`config.mk`:
```
export PLATFORM = sky130hd
export DESIGN_NAME = rfb_front
export DESIGN_NICKNAME = d
export VERILOG_FILES = /design/src/rtl/rfb_pkg.sv /design/src/rtl/rfb_front.sv
export SDC_FILE = /design/constraint.sdc
export NUM_CORES = 1
export LEC_CHECK = 0
export ABC_AREA = 1
export BUFFER_PORTS_ARGS = -buffer_cell sky130_fd_sc_hd__buf_2
export CAP_MARGIN = 20
export CORE_ASPECT_RATIO = 0.8
export CORE_MARGIN = 4
export CORE_UTILIZATION = 51
export DETAILED_ROUTE_END_ITERATION = 7
export MAX_ROUTING_LAYER = met4
export PLACE_DENSITY = 0.91
export SLEW_MARGIN = 20
export SYNTH_ARGS = -nofsm -noshare
export SYNTH_HDL_FRONTEND = slang
export SYNTH_SLANG_ARGS = --single-unit
```
`constraint.sdc`:
```
create_clock -name vclk -period 10.2
set_clock_uncertainty 0.05 [all_clocks]
set_input_delay 1.53 -clock vclk [all_inputs]
set_output_delay 1.53 -clock vclk [all_outputs]
set_load 0.05 [all_outputs]
```
`src/rtl/rfb_pkg.sv`:
```
// ----------------------------------------------------------------------------
// RGB444 frame buffer blitter package
// Shared types, constants and helper functions for the blitter core.
// ----------------------------------------------------------------------------
package rfb_pkg;

   // Display geometry and frame store sizing.
   localparam int DISP_WIDTH  = 132;
   localparam int DISP_HEIGHT = 132;
   localparam int NPIX        = DISP_WIDTH * DISP_HEIGHT;
   localparam int ADDR_W      = $clog2(NPIX);
   localparam int CNT_W       = $clog2(NPIX + 1);
   localparam int PIX_W       = 12;

   // Refresh command bytes.
   localparam logic [7:0] CMD_COLUMN = 8'h2A;
   localparam logic [7:0] CMD_PAGE   = 8'h2B;
   localparam logic [7:0] CMD_WRITE  = 8'h2C;

   // Input function codes.
   localparam logic [1:0] FN_CLEAR = 2'd0;
   localparam logic [1:0] FN_DRAW  = 2'd1;
   localparam logic [1:0] FN_START = 2'd2;
   localparam logic [1:0] FN_NEXT  = 2'd3;

   // Blit mode codes; the spare code behaves as overlay.
   localparam logic [1:0] MODE_OVERWRITE = 2'd0;
   localparam logic [1:0] MODE_XOR       = 2'd1;
   localparam logic [1:0] MODE_OVERLAY   = 2'd2;
   localparam logic [1:0] MODE_SPARE     = 2'd3;

   // Configuration register indexes.
   localparam logic [2:0] CSR_FG_COLOR     = 3'd0;
   localparam logic [2:0] CSR_BG_COLOR     = 3'd1;
   localparam logic [2:0] CSR_BLIT_MODE    = 3'd2;
   localparam logic [2:0] CSR_SOURCE_MONO  = 3'd3;
   localparam logic [2:0] CSR_X_OFFSET     = 3'd4;
   localparam logic [2:0] CSR_Y_OFFSET     = 3'd5;
   localparam logic [2:0] CSR_IMAGE_WIDTH  = 3'd6;
   localparam logic [2:0] CSR_IMAGE_HEIGHT = 3'd7;

   typedef struct packed {
      logic [1:0] func;
      logic [7:0] pos_x;
      logic [7:0] pos_y;
      logic       src_bit;
      logic [7:0] src_red;
      logic [7:0] src_green;
      logic [7:0] src_blue;
   } req_type;

   typedef struct packed {
      logic       dc_bit;
      logic [7:0] spi_byte;
      logic       last;
   } rsp_type;

   typedef struct packed {
      logic [11:0]        fg_color;
      logic [11:0]        bg_color;
      logic [1:0]         blit_mode;
      logic               source_mono;
      logic signed [10:0] x_offset;
      logic signed [10:0] y_offset;
      logic [10:0]        image_width;
      logic [10:0]        image_height;
   } cfg_type;

   // Operations handed from the front end to the back end.
   typedef enum logic [2:0] {
      OP_CLEAR,
      OP_WRITE,
      OP_XOR,
      OP_START,
      OP_NEXT
   } op_type;

   typedef struct packed {
      op_type            op;
      logic [ADDR_W-1:0] addr;
      logic [PIX_W-1:0]  color;
   } cmd_type;

   typedef enum logic [2:0] {
      BK_IDLE,
      BK_CLEAR,
      BK_XOR,
      BK_START,
      BK_NEXT_A,
      BK_NEXT_B
   } back_state_type;

   // Word k of the refresh start command run.
   function automatic rsp_type start_word(input logic [2:0] k);
      rsp_type w;
      case (k)
         3'd0: w = '{dc_bit: 1'b0, spi_byte: CMD_COLUMN, last: 1'b0};
         3'd1: w = '{dc_bit: 1'b1, spi_byte: 8'h00, last: 1'b0};
         3'd2: w = '{dc_bit: 1'b1, spi_byte: 8'(DISP_WIDTH - 1), last: 1'b0};
         3'd3: w = '{dc_bit: 1'b0, spi_byte: CMD_PAGE, last: 1'b0};
         3'd4: w = '{dc_bit: 1'b1, spi_byte: 8'h00, last: 1'b0};
         3'd5: w = '{dc_bit: 1'b1, spi_byte: 8'(DISP_HEIGHT - 1), last: 1'b0};
         default: w = '{dc_bit: 1'b0, spi_byte: CMD_WRITE, last: 1'b1};
      endcase
      return w;
   endfunction

   // Nibble sel of a pixel: red, green, then blue.
   function automatic logic [3:0] nibble(input logic [PIX_W-1:0] pix,
                                         input logic [1:0] sel);
      logic [3:0] n;
      case (sel)
         2'd0: n = pix[11:8];
         2'd1: n = pix[7:4];
         default: n = pix[3:0];
      endcase
      return n;
   endfunction

endpackage

```
`src/rtl/rfb_front.sv`:
```
// ----------------------------------------------------------------------------
// Blitter front end
// Accepts input transactions and turns them into frame store operations.
// ----------------------------------------------------------------------------
module rfb_front (
   input  rfb_pkg::cfg_type cfg,
   input  rfb_pkg::req_type req_data,
   output logic             keep,
   output rfb_pkg::cmd_type cmd
);
   import rfb_pkg::*;

   logic              on_display;
   logic signed [11:0] ix;
   logic signed [11:0] iy;
   logic              in_image;
   logic              set;
   logic [PIX_W-1:0]  src_color;
   logic [ADDR_W-1:0] idx;

   // Map the display pixel into image space and clip against the image.
   always_comb begin
      on_display = (req_data.pos_x < 8'(DISP_WIDTH)) && (req_data.pos_y < 8'(DISP_HEIGHT));
      ix = $signed({4'b0000, req_data.pos_x}) - 12'(cfg.x_offset);
      iy = $signed({4'b0000, req_data.pos_y}) - 12'(cfg.y_offset);
      in_image = !ix[11] && (ix[10:0] < cfg.image_width) &&
                 !iy[11] && (iy[10:0] < cfg.image_height);
      idx = ADDR_W'(int'(req_data.pos_y) * DISP_WIDTH + int'(req_data.pos_x));
   end

   // Source color and whether the pixel counts as set.
   always_comb begin
      if (cfg.source_mono) begin
         src_color = cfg.fg_color;
         set       = in_image && req_data.src_bit;
      end else begin
         src_color = {req_data.src_red[7:4], req_data.src_green[7:4], req_data.src_blue[7:4]};
         set       = in_image;
      end
   end

   // Classify the transaction; off-display draws and unset draws outside overwrite mode are dropped.
   always_comb begin
      keep      = 1'b1;
      cmd.op    = OP_NEXT;
      cmd.addr  = idx;
      cmd.color = src_color;
      case (req_data.func)
         FN_CLEAR: begin
            cmd.op = OP_CLEAR;
         end
         FN_DRAW: begin
            if (!on_display) begin
               keep = 1'b0;
            end else if (set) begin
               cmd.op = (cfg.blit_mode == MODE_XOR) ? OP_XOR : OP_WRITE;
            end else if (cfg.blit_mode == MODE_OVERWRITE) begin
               cmd.op    = OP_WRITE;
               cmd.color = cfg.bg_color;
            end else begin
               keep = 1'b0;
            end
         end
         FN_START: begin
            cmd.op = OP_START;
         end
         default: begin
            cmd.op = OP_NEXT;
         end
      endcase
   end

endmodule

```
# Word level (Yosys, flattened, before mapping)

Cells that the tools add are included.
W data, S select, Z words.

Register bits after elaboration: 0
Latch bits: 0
RAM bits: 0
Bits in read-only memories: 0
Input port bits: 114
Output and inout port bits: 31
Logic and storage cells: 35
Memories: 0

Add/sub/neg operators: 3
Multipliers: 1
Divide/modulo/power cells: 0
Magnitude comparators: 4
Equality and inequality tests: 3
Shift operators: 0
Mux-type cells: 15
Bitwise logic cells: 0
Reduce and logical (&&, ||, !) cells: 9

Operators with widths:

| kind                   | number |
|---|---|
| $mux W12               | 5 |
| $sub A9 B11 Y12        | 2 |
| $lt A11 B11 Y1         | 2 |
| $lt A8 B8 Y1 const B   | 2 |
| $add A15 B8 Y15        | 1 |
| $mul A8 B6 Y13 const B | 1 |
| $mux W3                | 3 |
| $pmux W3 S3            | 1 |
| $logic_and A1 B1 Y1    | 5 |
| $mux W1                | 5 |
| $eq A2 B1 Y1 const B   | 2 |
| $logic_not A2 Y1       | 2 |
| $eq A2 B2 Y1 const B   | 1 |
| $logic_not A1 Y1       | 2 |
| $mux W2                | 1 |

# Longest topological paths before layout

Depth in word-level cells: 10
Depth in mapped cells: 25
Mapped depth without buffers: 24

# Worst setup path before layout

OpenSTA, ideal clock, no wires.

Kind: input port to output port
Start point: input req_data[33] (netlist name)
End point: output cmd[29] (netlist name)
Data arrival time: 4.614 ns
Data required time: 8.620 ns
Slack: 4.006 ns
Stages: 24
Path buffers: 0
Path through: inv_1 ha_1 inv_1 fa_1 nand3_1 nand2_1 a21oi_1 o21ai_1 nand3_1 xor2_1 inv_1 ha_1 nand2_1 nand2_1 nor2_1 nand2_1 nor2_1 nand3_1 nor2_2 nand3_4 nand2_1 nand2_1 nand2_1 nand2_1

RTL lines:

| item        | RTL line       | text |
|---|---|---|
| from (decl) | rfb_front.sv:7 | `input rfb_pkg::req_type req_data,` |
| to (decl)   | rfb_front.sv:9 | `output rfb_pkg::cmd_type cmd` |

==> results.cfg <==
[routing]
ant_nets = 0
drt_iter0_drc = 69
routed_wl_mm = 6.94
wl_per_cell_um = 11.6
drc = 0
vias = 2934
dr.pass1.iters = 6
viasPerCell = 4.92

[global_route]
overflow = 0
antenna_found_initial = 0
grt_use_total = 0.216
grt_pass1_vias = 2850
grt_start_max_net_pins = 17
grt_pass1_wl_mm = 11.1

[clock_network]
cts_hold_buf = 0
post_cts_buffers = 0
cts_resized = 0

[min_path]
min_to = cmd[12]
min_path_type = in -> out
min_path_cells = 2
hold_start = req_data[33]

[synthesis]
syn_area_um2 = 2510
syn_inst = 410
syn_nets = 579
ys_seq_area_frac = 0
synth_cell_types = 32
syn_avg_cell_area_um2 = 6.13
yosys_warnings = 0

[power_and_ir_drop]
p_comb_frac = 1.000
ir_worst_vdd_mv = 0.0771
seq_power_share = 0
power_density_nw_per_um2 = 73.2
switching_power_uw = 152
p_leak_uw = 0.00202
pwr-share-clk = 0
switching_share = 0.650
intPower_uw = 81.8

[finish]
drive_above_1_share = 0.271
register_area_um2 = 0
design.seq.count = 0
layout_commonest_cell = buf_2
nClkBuffers = 0
syn_to_final_growth_pct = 27.2
nNetsFinal = 707
fillers = 447
antenna_cells = 0
mostFrequentLayoutCells = buf_2, nand2_1, inv_1

[setup_path]
cpMaxStageDelayCell = fa_1
crit_top_cell = nand2_1
critPathBufInv = 6
worstPathArrival_ns = 4.70
worstPathMaxFanout = 16
cp_top_family = simple AND/OR/NAND/NOR gates
worstSetupPathType = in -> out
worst_setup_path_start_kind = primary input
end_kind = primary output
worstSetupStartpoint = req_data[33]
required_ns = 8.62
cpPeakStageDelay_ns = 0.40

[placed_design]
hpwl_mm = 6.28
routabilityCongestion = 0.867
port_buffers = 133

[timing]
worst_pin_slew_ns = 0.354
slew_headroom = 0.764
hold_violations = 0
rsz0062_at_grt = false
slew_violations = 0
timing.fmax_ghz = 0.159
tns_ns = 0
min_period_over_period = 0.616
finalSetupViolCount = 0
period_needed_ns = 6.28
whs_ns = 3.31

[floorplanning]
die_x_um = 86.5
start_util = 0.537
core_area_um2 = 4680
dieArea_um2 = 6130
chipHeight_um = 70.8
rows = 22
pin_count = 145

[run_status]
status = finished clean

[job]
drv_cap = 0
==> cells by family (layout without fill, tap and decap cells) <==
family	Yosys count	after routing	share of synthesized area
AO/OA/AOI/OAI	39	39	0.0816
buffers and inverters	91	217	0.148
multiplexers	12	12	0.0478
XOR/XNOR	30	30	0.104
adder cells (fa/ha/maj)	55	55	0.286
AND/OR/NAND/NOR	183	183	0.332
==> through the flow <==
stage	instance area (um2)	total power [uW]	util	cells	setup WS, ns
2_1_floorplan	2510	174	-	410	4.01
3_3_place_gp	3200	226	0.683	596	3.98
3_5_place_dp	3200	234	0.683	596	3.91
4_1_cts	3200	235	0.683	596	3.90
5_1_grt	3200	259	0.683	596	3.60
6_report	3200	234	0.683	596	3.92
==> layer usage <==
| layer | share of wire | global-route usage | wire [um] |
|---|---|---|---|
| met1 | 0.41 | 0.240 | 2870 |
| met2 | 0.50 | 0.417 | 3440 |
| met3 | 0.078 | 0.0221 | 538 |
| met4 | 0.013 | 0.0329 | 87 |
| met5 | 0 | - | 0 |
==> cells in the mapped netlist, types with 7 or more instances <==
library cell	number	area, um2
a21oi_1	24	120
ha_1	51	638
inv_1	77	289
mux2i_1	12	120
nand2_1	107	402
nand3_1	22	110
nand3b_1	15	113
nand4_1	8	50.1
nor2_1	22	82.6
o21ai_1	7	35.0
xnor2_1	11	96.3
xor2_1	19	166
==> area by class of cell <==
| class | count | area, um2 | share of cell area |
|---|---|---|---|
| multi-input combinational | 319 | 2140 | 0.670 |
| timing repair buffer | 133 | 666 | 0.208 |
| inverter | 84 | 315 | 0.0986 |
| tap | 60 | 75.1 | 0.0235 |
==> power by group through the flow <==
stage               Sequential [uW]  Clock, uW  Combinational (uW)
floorplan                         0          0                 174
finish                            0          0                 234
global route                      0          0                 259
global placement                  0          0                 226
detailed placement                0          0                 234
CTS                               0          0                 235
==> worst max path at each step <==
stage	cells after the start	endpoint	slack [ns]
3_3_place_gp	26	cmd[11]	3.98
6_report	26	cmd[11]	3.92
3_5_place_dp	26	cmd[0]	3.91
5_1_grt	26	cmd[0]	3.60
2_1_floorplan	24	cmd[29]	4.01
4_1_cts	26	cmd[0]	3.90
Note: power is estimated with default switching activity, not from simulation.
