## src/rtl/rfb_pkg.sv

```systemverilog
// ----------------------------------------------------------------------------
// RGB444 frame buffer blitter package
// Shared types, constants and helper functions for the blitter core.
// ----------------------------------------------------------------------------
package rfb_pkg;

   // Display geometry and frame store sizing.
   localparam int DISP_WIDTH  = 132;
   localparam int DISP_HEIGHT = 132;
   localparam int NPIX        = DISP_WIDTH * DISP_HEIGHT;
   localparam int ADDR_W      = $clog2(NPIX);
   localparam int CNT_W       = $clog2(NPIX + 1);
   localparam int PIX_W       = 12;

   // Refresh command bytes.
   localparam logic [7:0] CMD_COLUMN = 8'h2A;
   localparam logic [7:0] CMD_PAGE   = 8'h2B;
   localparam logic [7:0] CMD_WRITE  = 8'h2C;

   // Input function codes.
   localparam logic [1:0] FN_CLEAR = 2'd0;
   localparam logic [1:0] FN_DRAW  = 2'd1;
   localparam logic [1:0] FN_START = 2'd2;
   localparam logic [1:0] FN_NEXT  = 2'd3;

   // Blit mode codes; the spare code behaves as overlay.
   localparam logic [1:0] MODE_OVERWRITE = 2'd0;
   localparam logic [1:0] MODE_XOR       = 2'd1;
   localparam logic [1:0] MODE_OVERLAY   = 2'd2;
   localparam logic [1:0] MODE_SPARE     = 2'd3;

   // Configuration register indexes.
   localparam logic [2:0] CSR_FG_COLOR     = 3'd0;
   localparam logic [2:0] CSR_BG_COLOR     = 3'd1;
   localparam logic [2:0] CSR_BLIT_MODE    = 3'd2;
   localparam logic [2:0] CSR_SOURCE_MONO  = 3'd3;
   localparam logic [2:0] CSR_X_OFFSET     = 3'd4;
   localparam logic [2:0] CSR_Y_OFFSET     = 3'd5;
   localparam logic [2:0] CSR_IMAGE_WIDTH  = 3'd6;
   localparam logic [2:0] CSR_IMAGE_HEIGHT = 3'd7;

   typedef struct packed {
      logic [1:0] func;
      logic [7:0] pos_x;
      logic [7:0] pos_y;
      logic       src_bit;
      logic [7:0] src_red;
      logic [7:0] src_green;
      logic [7:0] src_blue;
   } req_type;

   typedef struct packed {
      logic       dc_bit;
      logic [7:0] spi_byte;
      logic       last;
   } rsp_type;

   typedef struct packed {
      logic [11:0]        fg_color;
      logic [11:0]        bg_color;
      logic [1:0]         blit_mode;
      logic               source_mono;
      logic signed [10:0] x_offset;
      logic signed [10:0] y_offset;
      logic [10:0]        image_width;
      logic [10:0]        image_height;
   } cfg_type;

   // Operations handed from the front end to the back end.
   typedef enum logic [2:0] {
      OP_CLEAR,
      OP_WRITE,
      OP_XOR,
      OP_START,
      OP_NEXT
   } op_type;

   typedef struct packed {
      op_type            op;
      logic [ADDR_W-1:0] addr;
      logic [PIX_W-1:0]  color;
   } cmd_type;

   typedef enum logic [2:0] {
      BK_IDLE,
      BK_CLEAR,
      BK_XOR,
      BK_START,
      BK_NEXT_A,
      BK_NEXT_B
   } back_state_type;

   // Word k of the refresh start command run.
   function automatic rsp_type start_word(input logic [2:0] k);
      rsp_type w;
      case (k)
         3'd0: w = '{dc_bit: 1'b0, spi_byte: CMD_COLUMN, last: 1'b0};
         3'd1: w = '{dc_bit: 1'b1, spi_byte: 8'h00, last: 1'b0};
         3'd2: w = '{dc_bit: 1'b1, spi_byte: 8'(DISP_WIDTH - 1), last: 1'b0};
         3'd3: w = '{dc_bit: 1'b0, spi_byte: CMD_PAGE, last: 1'b0};
         3'd4: w = '{dc_bit: 1'b1, spi_byte: 8'h00, last: 1'b0};
         3'd5: w = '{dc_bit: 1'b1, spi_byte: 8'(DISP_HEIGHT - 1), last: 1'b0};
         default: w = '{dc_bit: 1'b0, spi_byte: CMD_WRITE, last: 1'b1};
      endcase
      return w;
   endfunction

   // Nibble sel of a pixel: red, green, then blue.
   function automatic logic [3:0] nibble(input logic [PIX_W-1:0] pix,
                                         input logic [1:0] sel);
      logic [3:0] n;
      case (sel)
         2'd0: n = pix[11:8];
         2'd1: n = pix[7:4];
         default: n = pix[3:0];
      endcase
      return n;
   endfunction

endpackage

```

## src/rtl/rfb_queue.sv

```systemverilog
// ----------------------------------------------------------------------------
// Blitter operation queue
// Two-entry queue that decouples the front end from the back end.
// ----------------------------------------------------------------------------
module rfb_queue (
   input  logic             clock,
   input  logic             reset,
   input  logic             push,
   input  rfb_pkg::cmd_type push_cmd,
   output logic             full,
   input  logic             pop,
   output logic             pop_valid,
   output rfb_pkg::cmd_type pop_cmd
);
   import rfb_pkg::*;

   cmd_type    slot_ff [2];
   logic       wr_ptr_ff, wr_ptr_in;
   logic       rd_ptr_ff, rd_ptr_in;
   logic [1:0] count_ff, count_in;

   assign full      = (count_ff == 2'd2);
   assign pop_valid = (count_ff != 2'd0);
   assign pop_cmd   = slot_ff[rd_ptr_ff];

   // Pointer and occupancy update.
   always_comb begin
      wr_ptr_in = wr_ptr_ff ^ push;
      rd_ptr_in = rd_ptr_ff ^ pop;
      count_in  = count_ff + 2'(push) - 2'(pop);
   end

   always_ff @(posedge clock) begin
      if (reset) begin
         wr_ptr_ff <= 1'b0;
         rd_ptr_ff <= 1'b0;
         count_ff  <= 2'd0;
      end else begin
         wr_ptr_ff <= wr_ptr_in;
         rd_ptr_ff <= rd_ptr_in;
         count_ff  <= count_in;
      end
   end

   // Entry storage.
   always_ff @(posedge clock) begin
      if (push) begin
         slot_ff[wr_ptr_ff] <= push_cmd;
      end
   end

`ifndef NO_ASSERTIONS
   a_no_pop_empty: assert property (@(posedge clock) disable iff (reset)
      pop |-> pop_valid) else $error("queue popped while empty");
   a_no_push_full: assert property (@(posedge clock) disable iff (reset)
      push |-> !full) else $error("queue pushed while full");
   a_count_range: assert property (@(posedge clock) disable iff (reset)
      count_ff != 2'd3) else $error("queue count out of range");
`endif

endmodule

```

## config.mk

```make
export PLATFORM = sky130hd
export DESIGN_NAME = rfb_queue
export DESIGN_NICKNAME = d
export VERILOG_FILES = /design/src/rtl/rfb_pkg.sv /design/src/rtl/rfb_queue.sv
export SDC_FILE = /design/constraint.sdc
export NUM_CORES = 1
export LEC_CHECK = 0
export CAP_MARGIN = 25
export CELL_PAD_IN_SITES_DETAIL_PLACEMENT = 1
export CELL_PAD_IN_SITES_GLOBAL_PLACEMENT = 1
export CORE_UTILIZATION = 55
export DETAILED_ROUTE_END_ITERATION = 12
export DONT_BUFFER_PORTS = 1
export GPL_TIMING_DRIVEN = 0
export PLACE_DENSITY_LB_ADDON = 0.1
export SLEW_MARGIN = 20
export SYNTH_ARGS = -nofsm -noshare
export SYNTH_HDL_FRONTEND = slang
export SYNTH_SLANG_ARGS = --single-unit
export TNS_END_PERCENT = 50
```

## constraint.sdc

```tcl
create_clock -name clock -period 4.2 [get_ports clock]
set_input_delay 0.63 -clock clock [delete_from_list [all_inputs] [get_ports clock]]
set_output_delay 0.63 -clock clock [all_outputs]
set_load 0.005 [all_outputs]
```

# After elaboration in Yosys (flattened, before gate mapping)
# Memory sizes are Yosys's and may differ from the RTL's. A register that Yosys moved wholly into a read port is not among the register bits.
# Cells that the tools add are included.
[totals] regBits=4 ramBits=60 input_bits=34 out_inout_bits=32 wordCells=13 mem_count=1
[memory_table] memory="slot_ff" depth=2 width=30 rd=1 rd_ports_with_merged_regs=1 wr=1 line_no="rfb_queue.sv:17" source="cmd_type slot_ff [2];"
[op_classes] addsub=2 eq_ne=1 mux=3 n_bitwise=2 reduce_logical=1
[op_table] cell="$mux W1" count=3
[op_table] cell="$add A2 B1 Y2" count=1
[op_table] cell="$eq A2 B2 Y1 const B" count=1
[op_table] cell="$reduce_bool A2 Y1" count=1
[op_table] cell="$sub A2 B1 Y2" count=1
[op_table] cell="$xor A1 B1 Y1" count=2

# Logic depth before layout (Yosys ltp)
# Gate-level depths: netlist of the first run.
[logic_depth] word_depth=2 depth_mapped=6 ltp_nobuf=6

# Worst setup path after synthesis of the first run
# Ideal clock, no wire load.
[synth_path] path_kind="input port to flip-flop" from="in push" to="mem slot_ff[0][0] in the netlist's numbering (enable)" setup_time_ps=390 t_arrival_ps=1414 t_required_ps=3810 setup_slack_ps=2396 path_stages=1 path_buffers=0 path_cell_list="ha_1"
[synth_between] elab_chain_cells=2
[synth_lines] item="start, declared" line_no="rfb_queue.sv:8" source="input logic push,"
[synth_lines] item="$mux W1" line_no="rfb_queue.sv:47" source="if (push) begin"
[synth_lines] item="$mux W1 (not written as such)" line_no="rfb_queue.sv:48" source="slot_ff[wr_ptr_ff] <= push_cmd;"
[synth_lines] item="end, declared" line_no="rfb_queue.sv:17"
# Every way passes these cells.

==> results.sh, run 1 <==
export IMPL_synthCells=112
export IMPL_start_util_pct=58.1
export IMPL_crit_slowest_cell="dfxtp_1"
export IMPL_dp_hpwl_um=2310
export IMPL_cts_made_buffers=9
export IMPL_leakage_nw=0.877
export IMPL_syn_to_final_growth_pct=9.32
export IMPL_timing_rr_end="slot_ff[0][28]"
export IMPL_clock_skew_ns=0.00514
export IMPL_reg2reg_depth=2
export IMPL_cts_htree_levels=3
export IMPL_worstReg2RegStart="wr_ptr_ff"
export IMPL_coreArea_mm2=0.00409
export IMPL_drv_cap=0
export IMPL_hold_depth=1
export IMPL_die_area_mm2=0.00459
export IMPL_final_nets=161
export IMPL_worstHoldPathType="input port to flip-flop"
export IMPL_cts_root_buffer="clkbuf_8"
export IMPL_path_max_fanout=10
export IMPL_status="completed"
export IMPL_antenna_left=0
export IMPL_crit_buf_inv=1
export IMPL_critPathCaptureType="output port"
export IMPL_rrSetupSlack_ns=2.78
export IMPL_num_io_pins=66
export IMPL_clk_insertion_delay_late_ns=0.33
export IMPL_drive_above_1_share_pct=37.5
export IMPL_hold_path_startpoint="reset"
export IMPL_rows=23
export IMPL_grt_pass1_wl_um=5110
export IMPL_arrival_ns=1.31
export IMPL_cts_tree="done"
export IMPL_grt_overflow_total=0
export IMPL_rsz0062_at_grt="no"
export IMPL_critPathLaunchType="flip-flop"
export IMPL_post_route_period_util_pct=46.3
export IMPL_grt_use_total_pct=17.4
export IMPL_wl_um=3510
export IMPL_post_route_min_period_ns=1.94
export IMPL_die_h_um=67.7
export IMPL_design_area_mm2=0.00260
export IMPL_utilization_pct=63.6
export IMPL_finalSetupViolations=0
export IMPL_yosys_warnings=0
export IMPL_cts_num_sinks=64
export IMPL_place_area_mm2=0.00244
export IMPL_max_stage_delay_ns=0.43
export IMPL_drv_slew=0
export IMPL_n_antenna_cell=0
export IMPL_grt_pass1_vias=1047
export IMPL_fillCellCount=337
export IMPL_via_count=973
export IMPL_antenna_found_initial=0
export IMPL_slew_headroom_pct=50.1
export IMPL_cts_resized=0
export IMPL_dr_pass1_iters=3
export IMPL_clk_pin_slew_worst_paths_ns=0.06
export IMPL_drtIter0Drc=98
export IMPL_ys_seq_area_share_pct=79.2
export IMPL_layout_cells_most_common="edfxtp_1"
export IMPL_port_buffers=0
export IMPL_post_drt_wl_per_cell_um=19.7
export IMPL_setup_ws_ns=2.26
export IMPL_post_place_ws_ns=2.50
export IMPL_drcViolationCount=0
export IMPL_layout_area_seq_mm2=0.00188
export IMPL_cts_setup_buffers=0
export IMPL_multi_input_area_um2=454
export IMPL_synthesis_nets=150
export IMPL_worst_hold_slack_ns=0.356
export IMPL_syn_area_per_cell_um2=21.2
export IMPL_synth_distinct_cells=11
export IMPL_criticalPathCategory="flip-flop to output port"
export IMPL_path_cells="buf_6 > mux2_2"
export IMPL_tightestPinTransition_ns=0.749
export IMPL_cp_required_ns=3.57
export IMPL_worstHoldEndpoint="wr_ptr_ff"
export IMPL_cellPowerDensity_mw_per_mm2=493
export IMPL_hold_viol_final=0
export IMPL_ys_ff_latch=64
export IMPL_syn_area_mm2=0.00238
export IMPL_holdBufCountCts=0
export IMPL_cp_top_family="flip-flops"
export IMPL_ir_worst_vdd_v=0.000291
export IMPL_gp_congestion=0.631
export IMPL_routed_via_density=5.47
export IMPL_fin_tns_setup_ns=0
export IMPL_layout_common_cells="60 x edfxtp_1, 30 x mux2_2, 9 x clkbuf_8"
export IMPL_die_x_um=67.7
export IMPL_clockBufferDepth=2
export IMPL_grt_max_degree=31
export IMPL_max_freq_mhz=515
worst max path at each step:
stage / from / endpoint / slack [ns] / cells past startpoint
2_1_floorplan: push / slot_ff[0][0] / 2.40 / 1
3_3_place_gp: push / slot_ff[1][1] / 2.08 / 1
3_5_place_dp: push / slot_ff[0][4] / 2.50 / 1
4_1_cts: rd_ptr_ff / pop_cmd[13] / 2.22 / 2
5_1_grt: rd_ptr_ff / pop_cmd[25] / 2.17 / 2
6_report: rd_ptr_ff / pop_cmd[13] / 2.26 / 2
area by class of cell:
class | count | share of cell area, %
buffer | 3 | 1.30
clock buffer | 10 | 4.91
clock inverter | 6 | 1.01
inverter | 3 | 0.434
multi-input combinational | 42 | 17.5
sequential | 64 | 72.4
tap | 50 | 2.41
report_power, final:
part           switching, mW  internal [mW]  leakage, nW  total [mW]
combinational         0.0538         0.0557        0.198       0.109
sequential            0.0129          0.745        0.596       0.758
clock                  0.210          0.205       0.0823       0.414
total                  0.276           1.01        0.877        1.28
sequential cells by signal, indices dropped and copies added, names as in the netlist:
register	flops
slot_ff	60
rd_ptr_ff	1
wr_ptr_ff	1
count_ff	2
worst reg2reg max path, delay by kind of cell (launching register included):
family	cells	cell delay, ns
buffers and inverters	1	0.06
adders and majority gates	1	0.66
DFF	1	0.31
cells by family (layout without fill, tap and decap cells):
kind of cell | Yosys count | after routing | share of synthesized area [%]
buf+inv | 6 | 22 | 1.90
fa+ha+maj | 4 | 4 | 2.11
mux | 30 | 30 | 14.2
xor+xnor | 2 | 2 | 1.32
flops | 64 | 64 | 79.2
simple gates | 6 | 6 | 1.26
layer usage:
metal  vias to the layer above  part of all wire (%)  GRT usage [%]
li1                        453                     -              -
met1                       472                    36           17.8
met2                        43                    51           25.7
met3                         5                    11           11.1
met4                         0                   1.9           12.0
met5                         -                     0              0
per-stage QoR:
step,total power [mW],cells
floorplan,0.859,112
global placement,0.877,162
detailed placement,0.885,162
CTS,1.30,178
global route,1.33,178
finish,1.28,178
synth_stat cells (all sizes together):
library cell / instances / area (µm²)
edfxtp: 60 / 1800
mux2: 30 / 338
dfxtp: 4 / 80.1
ha: 4 / 50.1
buf: 3 / 33.8
inv: 3 / 11.3
nor2: 3 / 11.3
nor2b: 2 / 12.5
or2: 1 / 6.26
xnor2: 1 / 8.76
xnor3: 1 / 22.5
(Power assumes the default switching activity.)
==> run 2: changes to the inputs <==
CORE_UTILIZATION = 51   (was 55)
clock period = 1.9 ns   (was 4.2 ns; I/O delays follow)
==> run 2 against run 1 <==
Worst setup slack lost 1.9 ns. Wire length shrank 0.57%. Flip-flop and latch count is the same. Global-route usage shrank 1.8 points. Die area grew 7.6%. Power grew 140%. Worst hold slack lost 0.34 ns. Critical path type unchanged. Critical endpoint is now pop_cmd[16]. Highest routed layer unchanged.
==> results.sh, run 2 (synthesized netlist as in run 1, its figures left out) <==
export IMPL_status="completed"
export IMPL_setup_ws_ns=0.310
export IMPL_finalSetupViolations=0
export IMPL_max_freq_mhz=629
export IMPL_start_util_pct=53.8
export IMPL_drv_slew=0
export IMPL_cp_required_ns=1.62
export IMPL_finalPower_mw=3.12
export IMPL_reg2reg_depth=2
export IMPL_fin_tns_setup_ns=0
export IMPL_die_h_um=70.3
export IMPL_post_drt_wl_per_cell_um=19.3
export IMPL_dp_hpwl_um=2190
export IMPL_cts_tree="done"
export IMPL_fillCellCount=364
export IMPL_slew_headroom_pct=49.0
export IMPL_layout_area_seq_mm2=0.00188
export IMPL_largest_register="slot_ff"
export IMPL_holdBufCountCts=1
export IMPL_cts_made_buffers=9
export IMPL_crit_slowest_cell="dfxtp_1"
export IMPL_n_antenna_cell=0
export IMPL_tightestPinTransition_ns=0.765
export IMPL_utilization_pct=60.4
export IMPL_max_stage_delay_ns=0.42
export IMPL_worstHoldPathType="input port to flip-flop"
export IMPL_clk_pin_slew_worst_paths_ns=0.06
export IMPL_path_max_fanout=10
export IMPL_die_area_mm2=0.00494
export IMPL_criticalPathCategory="flip-flop to output port"
export IMPL_critical_path_endpoint="pop_cmd[16]"
export IMPL_multi_input_area_um2=454
export IMPL_crit_start="rd_ptr_ff"
export IMPL_arrival_ns=1.30
export IMPL_grt_overflow_total=0
export IMPL_antenna_found_initial=0
export IMPL_syn_to_final_growth_pct=12.2
export IMPL_critPathLaunchType="flip-flop"
export IMPL_place_area_mm2=0.00245
export IMPL_critPathCaptureType="output port"
export IMPL_grt_pass1_wl_um=5240
export IMPL_rsz0062_at_grt="no"
export IMPL_clockBufferDepth=2
export IMPL_largest_reg_flops=60
export IMPL_port_buffers=0
export IMPL_routed_via_density=5.55
export IMPL_num_io_pins=66
export IMPL_path_cells="buf_6 > mux2_2"
export IMPL_design_area_mm2=0.00267
export IMPL_layout_cells_most_common="edfxtp_1"
export IMPL_drcViolationCount=0
export IMPL_ir_worst_vdd_v=0.000869
export IMPL_cts_root_buffer="clkbuf_8"
export IMPL_dr_pass1_iters=4
export IMPL_post_place_ws_ns=0.448
export IMPL_drtIter0Drc=43
export IMPL_cts_htree_levels=3
export IMPL_final_nets=163
export IMPL_post_route_min_period_ns=1.59
export IMPL_grt_max_degree=31
export IMPL_cts_num_sinks=64
export IMPL_cts_setup_buffers=0
export IMPL_clock_skew_ns=0.00524
export IMPL_drive_above_1_share_pct=37.2
export IMPL_antenna_left=0
export IMPL_grt_pass1_vias=1111
export IMPL_via_count=1005
export IMPL_coreArea_mm2=0.00441
export IMPL_worstReg2RegStart="wr_ptr_ff"
export IMPL_leakage_nw=0.904
export IMPL_grt_use_total_pct=15.6
export IMPL_wl_um=3490
export IMPL_hold_viol_final=0
export IMPL_gp_congestion=0.642
export IMPL_cellPowerDensity_mw_per_mm2=1170
export IMPL_layout_common_cells="60 x edfxtp_1, 30 x mux2_2, 9 x clkbuf_8"
export IMPL_clk_insertion_delay_late_ns=0.34
export IMPL_die_x_um=70.3
export IMPL_cts_resized=0
export IMPL_rows=24
export IMPL_rrSetupSlack_ns=0.46
export IMPL_drv_cap=0
export IMPL_timing_rr_end="slot_ff[0][9]"
export IMPL_reg_top3="slot_ff x60, count_ff x2"
export IMPL_post_route_period_util_pct=83.7
-- run 2: area by class of cell --
class | instances | share of cell area, %
multi-input cells | 42 | 17.0
inverters | 3 | 0.422
flip-flops and latches | 64 | 70.6
well taps | 52 | 2.44
repair buffers | 2 | 0.751
plain buffers | 3 | 1.27
clock inverters | 5 | 2.72
clock buffers | 10 | 4.79
-- run 2: worst min-delay path by stage --
| stage | startpoint | endpoint | slack, ns | depth (start not counted) |
|---|---|---|---|---|
| after floorplan | reset | wr_ptr_ff | 0.35 | 1 |
| after global placement | reset | wr_ptr_ff | 0.35 | 1 |
| after detailed placement | reset | wr_ptr_ff | 0.36 | 1 |
| after CTS | reset | count_ff[0] | 0.002 | 1 |
| after global routing | reset | rd_ptr_ff | 0.002 | 1 |
| final | reset | rd_ptr_ff | 0.02 | 1 |
-- run 2: per-layer routing --
metal	up-vias	track usage [%]	routed length (µm)
met4	0	8.67	70
met3	8	10.7	350
met2	46	25.9	1840
li1	454	-	-
met1	497	13.7	1220
met5	-	0	0
-- run 2: critical path, delay by kind of cell (launching register included) --
kind,cells,cell delay [ns]
buf+inv,1,0.18
flops,1,0.42
mux,1,0.36
-- run 2: where the power goes --
| group | internal [mW] | switching (mW) | leakage (nW) |
|---|---|---|---|
| Combinational | 0.126 | 0.119 | 0.206 |
| Clock | 0.720 | 0.477 | 0.101 |
| Sequential | 1.65 | 0.0288 | 0.596 |
-- run 2: through the flow --
| stage | hold slack [ns] | instances |
|---|---|---|
| floorplan | 0.352 | 112 |
| finish | 0.0159 | 181 |
| CTS | 0.00190 | 180 |
| global placement | 0.354 | 164 |
| global route | 0.00183 | 181 |
| detailed placement | 0.357 | 164 |
