File: config.mk
export PLATFORM = sky130hd
export DESIGN_NAME = rfb_back
export DESIGN_NICKNAME = d
export VERILOG_FILES = /design/src/rtl/rfb_pkg.sv /design/src/rtl/rfb_back.sv
export SDC_FILE = /design/constraint.sdc
export NUM_CORES = 1
export LEC_CHECK = 0
export ABC_AREA = 0
export BUFFER_PORTS_ARGS = -buffer_cell sky130_fd_sc_hd__buf_2
export CAP_MARGIN = 5
export CORE_ASPECT_RATIO = 0.6
export CORE_MARGIN = 5
export CORE_UTILIZATION = 50
export DETAILED_ROUTE_END_ITERATION = 10
export PLACE_DENSITY_LB_ADDON = 0.08
export SLEW_MARGIN = 40
export SYNTH_ARGS = -nofsm -noshare
export SYNTH_HDL_FRONTEND = slang
export SYNTH_SLANG_ARGS = --single-unit
File: constraint.sdc
create_clock -name clock -period 3.1 [get_ports clock]
set_input_delay 0.31 -clock clock [delete_from_list [all_inputs] [get_ports clock]]
set_output_delay 0.31 -clock clock [all_outputs]
set_load 0.1 [all_outputs]
File: src/rtl/rfb_pkg.sv
// ----------------------------------------------------------------------------
// RGB444 frame buffer blitter package
// Shared types, constants and helper functions for the blitter core.
// ----------------------------------------------------------------------------
package rfb_pkg;

   // Display geometry and frame store sizing.
   localparam int DISP_WIDTH  = 132;
   localparam int DISP_HEIGHT = 132;
   localparam int NPIX        = DISP_WIDTH * DISP_HEIGHT;
   localparam int ADDR_W      = $clog2(NPIX);
   localparam int CNT_W       = $clog2(NPIX + 1);
   localparam int PIX_W       = 12;

   // Refresh command bytes.
   localparam logic [7:0] CMD_COLUMN = 8'h2A;
   localparam logic [7:0] CMD_PAGE   = 8'h2B;
   localparam logic [7:0] CMD_WRITE  = 8'h2C;

   // Input function codes.
   localparam logic [1:0] FN_CLEAR = 2'd0;
   localparam logic [1:0] FN_DRAW  = 2'd1;
   localparam logic [1:0] FN_START = 2'd2;
   localparam logic [1:0] FN_NEXT  = 2'd3;

   // Blit mode codes; the spare code behaves as overlay.
   localparam logic [1:0] MODE_OVERWRITE = 2'd0;
   localparam logic [1:0] MODE_XOR       = 2'd1;
   localparam logic [1:0] MODE_OVERLAY   = 2'd2;
   localparam logic [1:0] MODE_SPARE     = 2'd3;

   // Configuration register indexes.
   localparam logic [2:0] CSR_FG_COLOR     = 3'd0;
   localparam logic [2:0] CSR_BG_COLOR     = 3'd1;
   localparam logic [2:0] CSR_BLIT_MODE    = 3'd2;
   localparam logic [2:0] CSR_SOURCE_MONO  = 3'd3;
   localparam logic [2:0] CSR_X_OFFSET     = 3'd4;
   localparam logic [2:0] CSR_Y_OFFSET     = 3'd5;
   localparam logic [2:0] CSR_IMAGE_WIDTH  = 3'd6;
   localparam logic [2:0] CSR_IMAGE_HEIGHT = 3'd7;

   typedef struct packed {
      logic [1:0] func;
      logic [7:0] pos_x;
      logic [7:0] pos_y;
      logic       src_bit;
      logic [7:0] src_red;
      logic [7:0] src_green;
      logic [7:0] src_blue;
   } req_type;

   typedef struct packed {
      logic       dc_bit;
      logic [7:0] spi_byte;
      logic       last;
   } rsp_type;

   typedef struct packed {
      logic [11:0]        fg_color;
      logic [11:0]        bg_color;
      logic [1:0]         blit_mode;
      logic               source_mono;
      logic signed [10:0] x_offset;
      logic signed [10:0] y_offset;
      logic [10:0]        image_width;
      logic [10:0]        image_height;
   } cfg_type;

   // Operations handed from the front end to the back end.
   typedef enum logic [2:0] {
      OP_CLEAR,
      OP_WRITE,
      OP_XOR,
      OP_START,
      OP_NEXT
   } op_type;

   typedef struct packed {
      op_type            op;
      logic [ADDR_W-1:0] addr;
      logic [PIX_W-1:0]  color;
   } cmd_type;

   typedef enum logic [2:0] {
      BK_IDLE,
      BK_CLEAR,
      BK_XOR,
      BK_START,
      BK_NEXT_A,
      BK_NEXT_B
   } back_state_type;

   // Word k of the refresh start command run.
   function automatic rsp_type start_word(input logic [2:0] k);
      rsp_type w;
      case (k)
         3'd0: w = '{dc_bit: 1'b0, spi_byte: CMD_COLUMN, last: 1'b0};
         3'd1: w = '{dc_bit: 1'b1, spi_byte: 8'h00, last: 1'b0};
         3'd2: w = '{dc_bit: 1'b1, spi_byte: 8'(DISP_WIDTH - 1), last: 1'b0};
         3'd3: w = '{dc_bit: 1'b0, spi_byte: CMD_PAGE, last: 1'b0};
         3'd4: w = '{dc_bit: 1'b1, spi_byte: 8'h00, last: 1'b0};
         3'd5: w = '{dc_bit: 1'b1, spi_byte: 8'(DISP_HEIGHT - 1), last: 1'b0};
         default: w = '{dc_bit: 1'b0, spi_byte: CMD_WRITE, last: 1'b1};
      endcase
      return w;
   endfunction

   // Nibble sel of a pixel: red, green, then blue.
   function automatic logic [3:0] nibble(input logic [PIX_W-1:0] pix,
                                         input logic [1:0] sel);
      logic [3:0] n;
      case (sel)
         2'd0: n = pix[11:8];
         2'd1: n = pix[7:4];
         default: n = pix[3:0];
      endcase
      return n;
   endfunction

endpackage

File: src/rtl/rfb_back.sv
// ----------------------------------------------------------------------------
// Blitter back end
// Carries out queued operations on the frame store and drives the result port.
// ----------------------------------------------------------------------------
module rfb_back (
   input  logic                      clock,
   input  logic                      reset,
   input  logic [rfb_pkg::PIX_W-1:0] bg_color,
   input  logic                      q_valid,
   input  rfb_pkg::cmd_type          q_cmd,
   output logic                      q_pop,
   output logic                      wr_en,
   output logic [rfb_pkg::ADDR_W-1:0] wr_addr,
   output logic [rfb_pkg::PIX_W-1:0] wr_data,
   output logic                      rd_en,
   output logic [rfb_pkg::ADDR_W-1:0] rd_addr,
   input  logic [rfb_pkg::PIX_W-1:0] rd_data,
   output logic                      rsp_valid,
   input  logic                      rsp_stall,
   output rfb_pkg::rsp_type          rsp_data
);
   import rfb_pkg::*;

   back_state_type    state_ff, state_in;
   logic [ADDR_W-1:0] clr_ff, clr_in;
   logic [2:0]        start_cnt_ff, start_cnt_in;
   logic [CNT_W-1:0]  pix_ff, pix_in;
   logic [1:0]        sel_ff, sel_in;
   logic [ADDR_W-1:0] hold_addr_ff, hold_addr_in;
   logic [PIX_W-1:0]  hold_color_ff, hold_color_in;
   logic [3:0]        hi_ff, hi_in;
   logic              rsp_valid_ff, rsp_valid_in;
   rsp_type           rsp_data_ff, rsp_data_in;
   logic              out_free;
   logic [CNT_W-1:0]  pix_next;

   assign out_free  = !rsp_valid_ff || !rsp_stall;
   assign pix_next  = pix_ff + CNT_W'(1);
   assign rsp_valid = rsp_valid_ff;
   assign rsp_data  = rsp_data_ff;

   // Sequencer for clear sweeps, read-modify-writes and the refresh stream.
   always_comb begin
      state_in      = state_ff;
      clr_in        = clr_ff;
      start_cnt_in  = start_cnt_ff;
      pix_in        = pix_ff;
      sel_in        = sel_ff;
      hold_addr_in  = hold_addr_ff;
      hold_color_in = hold_color_ff;
      hi_in         = hi_ff;
      rsp_valid_in  = rsp_valid_ff && rsp_stall;
      rsp_data_in   = rsp_data_ff;
      q_pop         = 1'b0;
      wr_en         = 1'b0;
      wr_addr       = q_cmd.addr;
      wr_data       = q_cmd.color;
      rd_en         = 1'b0;
      rd_addr       = q_cmd.addr;
      case (state_ff)
         BK_IDLE: begin
            if (q_valid) begin
               q_pop = 1'b1;
               case (q_cmd.op)
                  OP_CLEAR: begin
                     clr_in   = '0;
                     state_in = BK_CLEAR;
                  end
                  OP_WRITE: begin
                     wr_en = 1'b1;
                  end
                  OP_XOR: begin
                     rd_en         = 1'b1;
                     hold_addr_in  = q_cmd.addr;
                     hold_color_in = q_cmd.color;
                     state_in      = BK_XOR;
                  end
                  OP_START: begin
                     pix_in       = '0;
                     sel_in       = 2'd0;
                     start_cnt_in = 3'd0;
                     state_in     = BK_START;
                  end
                  default: begin
                     // Refresh next is ignored once the frame has been sent.
                     if (pix_ff < CNT_W'(NPIX)) begin
                        rd_en    = 1'b1;
                        rd_addr  = pix_ff[ADDR_W-1:0];
                        state_in = BK_NEXT_A;
                     end
                  end
               endcase
            end
         end
         BK_CLEAR: begin
            wr_en   = 1'b1;
            wr_addr = clr_ff;
            wr_data = bg_color;
            clr_in  = clr_ff + ADDR_W'(1);
            if (clr_ff == ADDR_W'(NPIX - 1)) begin
               state_in = BK_IDLE;
            end
         end
         BK_XOR: begin
            wr_en    = 1'b1;
            wr_addr  = hold_addr_ff;
            wr_data  = rd_data ^ hold_color_ff;
            state_in = BK_IDLE;
         end
         BK_START: begin
            if (out_free) begin
               rsp_valid_in = 1'b1;
               rsp_data_in  = start_word(start_cnt_ff);
               start_cnt_in = start_cnt_ff + 3'd1;
               if (start_cnt_ff == 3'd6) begin
                  state_in = BK_IDLE;
               end
            end
         end
         BK_NEXT_A: begin
            if (sel_ff == 2'd2 && pix_next < CNT_W'(NPIX)) begin
               // The pair spans two pixels: fetch red of the next one.
               hi_in    = nibble(rd_data, 2'd2);
               rd_en    = 1'b1;
               rd_addr  = pix_next[ADDR_W-1:0];
               state_in = BK_NEXT_B;
            end else if (out_free) begin
               rsp_valid_in         = 1'b1;
               rsp_data_in.dc_bit   = 1'b1;
               rsp_data_in.spi_byte = {nibble(rd_data, sel_ff), 4'h0};
               rsp_data_in.last     = 1'b0;
               state_in             = BK_IDLE;
               case (sel_ff)
                  2'd0: begin
                     rsp_data_in.spi_byte[3:0] = rd_data[7:4];
                     sel_in                    = 2'd2;
                  end
                  2'd1: begin
                     rsp_data_in.spi_byte[3:0] = rd_data[3:0];
                     rsp_data_in.last          = (pix_next >= CNT_W'(NPIX));
                     pix_in                    = pix_next;
                     sel_in                    = 2'd0;
                  end
                  default: begin
                     // Final odd nibble: low half padded with zero.
                     rsp_data_in.last = 1'b1;
                     pix_in           = pix_next;
                     sel_in           = 2'd0;
                  end
               endcase
            end
         end
         BK_NEXT_B: begin
            if (out_free) begin
               rsp_valid_in         = 1'b1;
               rsp_data_in.dc_bit   = 1'b1;
               rsp_data_in.spi_byte = {hi_ff, rd_data[11:8]};
               rsp_data_in.last     = 1'b0;
               pix_in               = pix_next;
               sel_in               = 2'd1;
               state_in             = BK_IDLE;
            end
         end
         default: begin
            state_in = BK_IDLE;
         end
      endcase
   end

   // Control registers.
   always_ff @(posedge clock) begin
      if (reset) begin
         state_ff     <= BK_IDLE;
         clr_ff       <= '0;
         start_cnt_ff <= 3'd0;
         pix_ff       <= '0;
         sel_ff       <= 2'd0;
         rsp_valid_ff <= 1'b0;
      end else begin
         state_ff     <= state_in;
         clr_ff       <= clr_in;
         start_cnt_ff <= start_cnt_in;
         pix_ff       <= pix_in;
         sel_ff       <= sel_in;
         rsp_valid_ff <= rsp_valid_in;
      end
   end

   // Payload registers.
   always_ff @(posedge clock) begin
      hold_addr_ff  <= hold_addr_in;
      hold_color_ff <= hold_color_in;
      hi_ff         <= hi_in;
      rsp_data_ff   <= rsp_data_in;
   end

`ifndef NO_ASSERTIONS
   a_start_cnt: assert property (@(posedge clock) disable iff (reset)
      state_ff == BK_START |-> start_cnt_ff <= 3'd6)
      else $error("start counter ran past the command run");
   a_pix_range: assert property (@(posedge clock) disable iff (reset)
      pix_ff <= CNT_W'(NPIX)) else $error("refresh pixel index past the frame");
   a_sel_range: assert property (@(posedge clock) disable iff (reset)
      sel_ff != 2'd3) else $error("nibble select out of range");
   a_no_rw_clash: assert property (@(posedge clock) disable iff (reset)
      !(wr_en && rd_en)) else $error("frame store read and write in one cycle");
   a_next_b_follows: assert property (@(posedge clock) disable iff (reset)
      $rose(state_ff == BK_NEXT_B) |-> $past(state_ff) == BK_NEXT_A && $past(sel_ff) == 2'd2)
      else $error("second pixel fetch without a straddling nibble pair");
`endif

endmodule

* Word-level counts from Yosys, hierarchy flattened
Cells that the tools add are included.
** Cells by class
- Add/subtract/negate cells :: 3
- Magnitude comparators :: 3
- Eq/ne operators :: 29
- Multiplexer cells :: 59
- Bitwise gates (word level) :: 1
- Reduce and logical (&&, ||, !) cells :: 27
** Operators with widths (number)
- 2-to-1 mux 15 bit :: 12
- case mux 15 bit (2 select lines) :: 3
- case mux 15 bit (3 select lines) :: 1
- 2-to-1 mux 10 bit :: 4
- case mux 10 bit (4 select lines) :: 1
- adder 15 x 1 -> 15 bit (second input constant) :: 2
- < comparator 15 bit (second input constant) :: 2
- 2-to-1 mux 3 bit :: 10
- case mux 10 bit (3 select lines) :: 1
- case mux 12 bit (2 select lines) :: 1
- == test 3 x 2 -> 1 bit (second input constant) :: 6
- inequality test 2 bit (second input constant) :: 9
- case mux 4 bit (2 select lines) :: 2
- == test 15 bit (second input constant) :: 1
- == test 3 bit (second input constant) :: 5
- greater-or-equal comparator 15 bit (second input constant) :: 1
- case mux 3 bit (5 select lines) :: 1
- 2-to-1 mux 2 bit :: 6
- case mux 3 bit (4 select lines) :: 1
- AND reduction 6 bit :: 2
- bitwise XOR 12 bit :: 1
- case mux 1 bit (2 select lines) :: 5
- == test 3 x 1 -> 1 bit (second input constant) :: 3
- zero test 3 bit :: 3
- other kinds (22) :: 39
** Word-level totals
- Bits in registers :: 80
- Output and inout port bits :: 56

* Logic depth before layout (Yosys ltp)
Gate-level depths: netlist of run 1.
- Depth in word-level cells :: 6
- Mapped depth :: 11

* Worst setup path after synthesis of run 1
No wires, ideal clock.
- Path kind :: register to output
- Start :: register pix_ff[0]
- End :: output port rd_addr[3] (netlist name)
- Arrival time :: 4.195 ns
- Required time :: 2.790 ns
- Slack :: -1.405 ns
- Cell stages (with the launch flop) :: 9
- Cell sequence :: dfxtp_1 -> ha_1 -> nand3_2 -> nor4_4 -> xor2_2 -> o21ai_2 -> nand4b_2 -> nor3_1 -> a311oi_1
** Between the ends
- Longest elaborated chain between the ends :: 5
- Elaborated cells between the ends (all ways) :: 9
** Ends and longest elaborated chain
- start: declaration :: line rfb_back.sv:27 : logic [CNT_W-1:0] pix_ff, pix_in;
- start signal: assignment :: line rfb_back.sv:183 : pix_ff <= pix_in;
- adder 15 x 1 -> 15 bit / < comparator 15 bit (equally long branches) :: line rfb_back.sv:38, rfb_back.sv:86
- < comparator 15 bit / 2-to-1 mux 15 bit (equally long branches) :: line rfb_back.sv:121, rfb_back.sv:86
- logical AND 1 bit / 2-to-1 mux 15 bit (equally long branches) :: line rfb_back.sv:121, rfb_back.sv:64
- 2-to-1 mux 15 bit, on equally long branches :: line rfb_back.sv:121, rfb_back.sv:62
- case mux 15 bit (2 select lines) (*) :: line rfb_back.sv:60 : case (state_ff)
- end: declaration :: line rfb_back.sv:16 : output logic [rfb_pkg::ADDR_W-1:0] rd_addr,
Every way passes the cells marked *; elsewhere a longest branch is shown, timed or not.

* Final worst setup path of run 1
- Start :: register pix_ff[1]
- End :: output port rd_addr[13] (netlist name)
The elaborated chain is that of the path after synthesis.

==> results.json, run 1 <==
{
  "status": "finished, violations left",
  "violations": "setup timing",
  "grt-ovfl-total": 0,
  "vias": 5228,
  "yosysMostFrequentCell": "nor2_1",
  "fin_tns_setup_ns": -0.0416,
  "cp_num_buf_inv": 4,
  "min_period_ns": 3.12,
  "synth_area_leaders": "edfxtp_1 (24%), dfxtp_1 (15%), nor2_1 (5.9%)",
  "hold_slack_ns": 0.160,
  "max_slew_margin_pct": 50.7,
  "synth.avg_cell_area_sq_um": 8.55,
  "cp-end-kind": "primary output",
  "rsz0062_at_grt": "true",
  "netlist_top_cells_count": "nor2_1 (80), nand2_1 (64), a21oi_1 (42), edfxtp_1 (41), dfxtp_1 (39)",
  "grt_pass1_vias": 5011,
  "dieArea_sq_mm": 0.0123,
  "ant_nets": 0,
  "reg2reg_to": "pix_ff[5]$_SDFFE_PP0P_",
  "finClkSkew_ns": 0.00888,
  "gp_congestion": 0.925,
  "die_h_microns": 87.9,
  "fillCellCount": 746,
  "r2r-start": "pix_ff[1]$_SDFFE_PP0P_",
  "synthCells": 592,
  "cts_tree": "built",
  "clockPowerShare_pct": 28.1,
  "synth_ff_type": "edfxtp_1",
  "antenna_cells": 0,
  "drc": 0,
  "cts.sinks": 80,
  "die_x_microns": 140,
  "synth_edf_count": 41,
  "worst_slew_pin_slew_ns": 0.738,
  "drive_gt1_share_pct": 34.1,
  "fp-row-count": 28,
  "setup_viol": 4,
  "cp_common_cell": "nand3_4",
  "post-route-period-util_pct": 101,
  "worst_slack_ns": -0.0163,
  "grt_usage_pct": 28.5,
  "ir_worst_vdd_mv": 0.311,
  "synth_top_area_share_pct": 24.3,
  "port_buffers": 113,
  "min_path_type": "in -> reg",
  "synth_seq_cells": 80,
  "min_path_cells": 1,
  "clk_pin_slew_ns": 0.07,
  "ctsHoldBuffers": 0,
  "cts_root_buf": "clkbuf_16",
  "p_sw_w": 0.00163,
  "synthesis.nets": 657,
  "grt_pass1_wl_mm": 27.5,
  "yosys_warnings": 0,
  "power.leakage_nw": 2.91,
  "antenna_found_initial": 0,
  "clock_latency_ns": 0.35,
  "r2r_cells": 10,
  "yosys.area.top_type": "edfxtp_1",
  "synth_area_sq_mm": 0.00506,
  "synth-seq-area-share_pct": 39.7,
  "grt_max_degree": 33,
  "dpl-instance-area_sq_mm": 0.00654,
  "io_pins": 114,
  "nNetsFinal": 793,
  "min_to": "hold_color_ff[8]$_DFFE_PP_",
  "hpwl_mm": 12.8,
  "fmax_mhz": 321,
  "via_per_inst": 6.02,
  "ys_async_sr_fraction_pct": 0,
  "hold_viol_final": 0,
  "cts_inserted_buffers": 9,
  "p_int_w": 0.00227,
  "start_util_pct": 51.2,
  "drv_cap": 0,
  "synth_cell_types": 66,
  "crit_chain": "ha_4 > nand3_4 > buf_4 > nor3_2 > xor2_1 > o21ai_4 > nand3_4 > inv_8 > buf_8 > a21o_1 > a211o_1 > buf_12",
  "synthToLayoutAreaGrowth_pct": 43.5,
  "cp.arrival_ns": 2.81,
  "critPathSlowestCell": "dfxtp_4",
  "drv_slew": 0,
  "drt_iter0_markers": 512,
  "cpPeakStageDelay_ns": 0.37,
  "drt_first_pass_iters": 5,
  "critPathTopFamily": "compound AO/OA/AOI/OAI gates",
  "p_comb_share_pct": 42.1,
  "wl_mm": 17.8,
  "stdcell_area_sq_mm": 0.00726,
  "crit_type": "reg -> out",
  "regToRegSetupSlack_ns": 0.43,
  "seqPwrFrac_pct": 29.9,
  "post-place-ws_ns": 0.0164,
  "core_sq_mm": 0.00988,
  "wl_per_cell_microns": 20.5,
  "cts_max_level": 3,
  "hold_start": "q_cmd[8]",
  "power-per-cell-area_mw_per_mm2": 536,
  "cp_max_fo": 7,
  "swShare_pct": 41.8,
  "start_kind": "flop",
  "worstPathRequired_ns": 2.79,
  "cts.path.max_buffers": 2
}
[stage by stage]
| stage | power (W) | util [%] | cells |
|---|---|---|---|
| after global routing | 0.00401 | 73.5 | 868 |
| after CTS | 0.00387 | 71.4 | 854 |
| after floorplan | 0.00222 | - | 592 |
| after global placement | 0.00276 | 66.1 | 828 |
| after detailed placement | 0.00278 | 66.1 | 828 |
| final | 0.00389 | 73.5 | 868 |
[cells by family after synthesis]
kind of cell | synth area share (%)
simple gates | 24.6
flops | 39.7
buf+inv | 4.67
xor+xnor | 5.86
mux | 2.82
compound gates | 20.5
fa+ha+maj | 1.73
[layout make-up]
cell class | count | area (sq um) | area share, %
Sequential cell | 80 | 2030 | 27.9
Clock inverter | 6 | 50.0 | 0.689
Clock buffer | 10 | 250 | 3.45
Tap cell | 135 | 169 | 2.33
Inverter | 10 | 48.8 | 0.672
Timing Repair Buffer | 169 | 1650 | 22.7
Multi-Input combinational cell | 458 | 3070 | 42.3
[routing by layer]
layer  vias to the layer above  wire length [microns]  global-route usage (%)
met1                      2511                   8280                    42.2
met4                         0                    225                    7.12
met3                        21                   1480                    7.47
li1                       2453                      -                       -
met5                         -                      0                       0
met2                       243                   7770                    41.6
[registers in the layout (all words and copies together), names as in the netlist, 3 cells and up]
| name | count |
|---|---|
| hi_ff | 4 |
| state_ff | 3 |
| clr_ff | 15 |
| rsp_data | 10 |
| pix_ff | 15 |
| hold_color_ff | 12 |
| start_cnt_ff | 3 |
| hold_addr_ff | 15 |
[what timing repair did]
item / in CTS / in global routing
gates resized for setup: 38 / 22
endpoints found under the setup margin: 16 / 18
pin swaps: 15 / 13
buffers inserted: 10 / 14
gates cloned: 0 / 0
[power by group through the flow]
stage               registers, W  logic [W]  clock network, W
floorplan                0.00126   0.000961                 0
global placement         0.00118    0.00158                 0
detailed placement       0.00119    0.00159                 0
CTS                      0.00116    0.00162           0.00110
global route             0.00117    0.00170           0.00115
finish                   0.00116    0.00164           0.00109
[placed cells by master, fill, tap and decap left out, types with 8 or more instances in the layout]
master and count:
a21oi_1 38, a221o_1 17, a22oi_1 14, and3_1 10, buf_12 42, buf_2 72, buf_4 47, clkbuf_16 10
dfxtp_1 30, edfxtp_1 41, inv_1 8, mux2i_1 11, nand2_1 64, nand3_1 19, nor2_1 75, nor3_1 20
o21ai_0 29, or3_1 9, xnor2_1 17, xor2_1 15
[how the worst max path moves through the flow]
stage,from,endpoint,cells past startpoint
finish,pix_ff[1]$_SDFFE_PP0P_,rd_addr[13],12
global route,pix_ff[1]$_SDFFE_PP0P_,rd_addr[14],10
CTS,pix_ff[1]$_SDFFE_PP0P_,rd_addr[8],10
detailed placement,pix_ff[2]$_SDFFE_PP0P_,rd_addr[11],9
global placement,pix_ff[0]$_SDFFE_PP0P_,rd_addr[11],10
floorplan,pix_ff[0]$_SDFFE_PP0P_,rd_addr[3],8
No activity file was read; power rests on OpenSTA's default activity.
==> run 2: changes to the inputs <==
CAP_MARGIN = 20   (was 5)
CORE_UTILIZATION = 55   (was 50)
clock period = 3.4 ns   (was 3.1 ns; I/O delays follow)
==> run 2 against run 1 <==
Against the previous run:
- the run now ends clean
- register-to-register slack better by 0.20 ns
- flip-flop and latch count did not move
- global-route usage grew 0.83 points
- via count shrank 1.2%
- sequential power down 9%
- combinational power is 12% lower
- routed wire length is 6.6% lower
- critical path type unchanged
==> results.json, run 2 (same netlist as run 1, synthesis figures left out) <==
{
  "synthToLayoutAreaGrowth_pct": 34.1,
  "drt_first_pass_iters": 5,
  "dpl-instance-area_sq_mm": 0.00640,
  "power-per-cell-area_mw_per_mm2": 506,
  "post-place-ws_ns": 0.0867,
  "drt_iter0_markers": 741,
  "via_per_inst": 6.30,
  "cts_max_level": 3,
  "ctsHoldBuffers": 0,
  "worst_slack_ns": 0.0467,
  "cp_max_fo": 11,
  "dp.cells": 798,
  "fin_tns_setup_ns": 0,
  "finClkSkew_ns": 0.00732,
  "hold_viol_final": 0,
  "status": "finished, final reports clean",
  "clock_latency_ns": 0.34,
  "port_buffers": 113,
  "fp-row-count": 27,
  "ant_nets": 0,
  "grt_pass1_vias": 4808,
  "max_slew_margin_pct": 49.1,
  "min_period_ns": 3.35,
  "io_pins": 114,
  "grt_max_degree": 28,
  "cp-end-kind": "primary output",
  "antenna_found_initial": 0,
  "cts_inserted_buffers": 9,
  "p_total_w": 0.00344,
  "cts_root_buf": "clkbuf_16",
  "vias": 5167,
  "grt-ovfl-total": 0,
  "worstPathRequired_ns": 3.06,
  "cts.path.max_buffers": 2,
  "fmax_mhz": 298,
  "antenna_cells": 0,
  "fillCellCount": 678,
  "die_h_microns": 84.3,
  "ir_worst_vdd_mv": 0.407,
  "nNetsFinal": 764,
  "cts_tree": "built",
  "core_sq_mm": 0.00909,
  "stdcell_count": 820,
  "min_path_type": "in -> reg",
  "wl_mm": 16.6,
  "drv_slew": 0,
  "die_x_microns": 134,
  "dieArea_sq_mm": 0.0113,
  "worst_slew_pin_slew_ns": 0.763,
  "final_common_cell": "nor2_1",
  "wl_per_cell_microns": 20.2,
  "power.leakage_nw": 2.72,
  "crit_type": "reg -> out",
  "drv_cap": 0,
  "drc": 0,
  "start_kind": "flop",
  "top_regs": "clr_ff (15), hold_addr_ff (15), pix_ff (15)",
  "post-route-period-util_pct": 98.6,
  "grt_usage_pct": 29.3,
  "drive_gt1_share_pct": 28.0,
  "layout_common_cells": "nor2_1 (78), buf_2 (72), nand2_1 (64)",
  "start_util_pct": 55.7,
  "cp.arrival_ns": 3.01,
  "clk_pin_slew_ns": 0.06,
  "setup_viol": 0,
  "stdcell_area_sq_mm": 0.00679,
  "cts.sinks": 80,
  "gp_congestion": 0.942,
  "hpwl_mm": 12.2,
  "grt_pass1_wl_mm": 26.2
}
-- run 2: changes by cell type in the layout (fill, tap and decap cells not counted), sizes merged --
| cell | delta |
|---|---|
| inv | -5 |
| clkinvlp | -1 |
| clkbuf | +1 |
| buf | -29 |
| clkinv | +5 |
-- run 2: routing by layer --
metal	track usage, %	routed length [microns]	vias up
met5	0	0	-
met3	6.65	1640	24
met1	45.6	7700	2447
met4	4.11	178	0
li1	-	-	2393
met2	42.3	7070	303
-- run 2: layout make-up --
class                   instances  area [sq um]  area share, %
inverters                      10          45.0          0.663
multi-input cells             458          2910           42.9
repair buffers                140          1380           20.4
well taps                     116           145           2.14
clock buffers                  11           243           3.58
clock inverters                 5          40.0          0.590
flip-flops and latches         80          2020           29.7
-- run 2: path summary, 6_finish.rpt --
kind	start	to	slack, ns	depth (start not counted)
setup / recovery	pix_ff[4]$_SDFFE_PP0P_	rd_addr[5]	0.05	8
hold / removal	q_cmd[1]	hold_color_ff[1]$_DFFE_PP_	0.19	1
setup reg to reg	pix_ff[11]$_SDFFE_PP0P_	pix_ff[0]$_SDFFE_PP0P_	0.63	10
hold reg to reg	pix_ff[7]$_SDFFE_PP0P_	pix_ff[7]$_SDFFE_PP0P_	0.55	2
-- run 2: critical path, stage by stage, from the launching register on --
cell      delay [ns]
dfxtp_1         0.37
buf_4           0.20
or3_1           0.40
o21ai_1         0.31
a21oi_1         0.27
nand2b_1        0.40
and3_1          0.27
a211o_1         0.27
buf_12          0.18
-- run 2: power breakdown --
group | switching, W | internal [W] | leakage (nW)
Clock | 0.000408 | 0.000520 | 0.140
Combinational | 0.00100 | 0.000442 | 1.89
Sequential | 0.0000194 | 0.00104 | 0.689
-- run 2: through the flow --
stage,util (%),hold WS [ns]
after floorplan,-,0.439
after global placement,70.4,0.489
after detailed placement,70.5,0.517
after CTS,74.3,0.187
after global routing,74.7,0.185
final,74.7,0.191
-- run 2: timing repair --
action	CTS	global route
gates resized for setup	9	7
buffers inserted	4	2
pin swaps	1	3
endpoints found under the setup margin	16	15
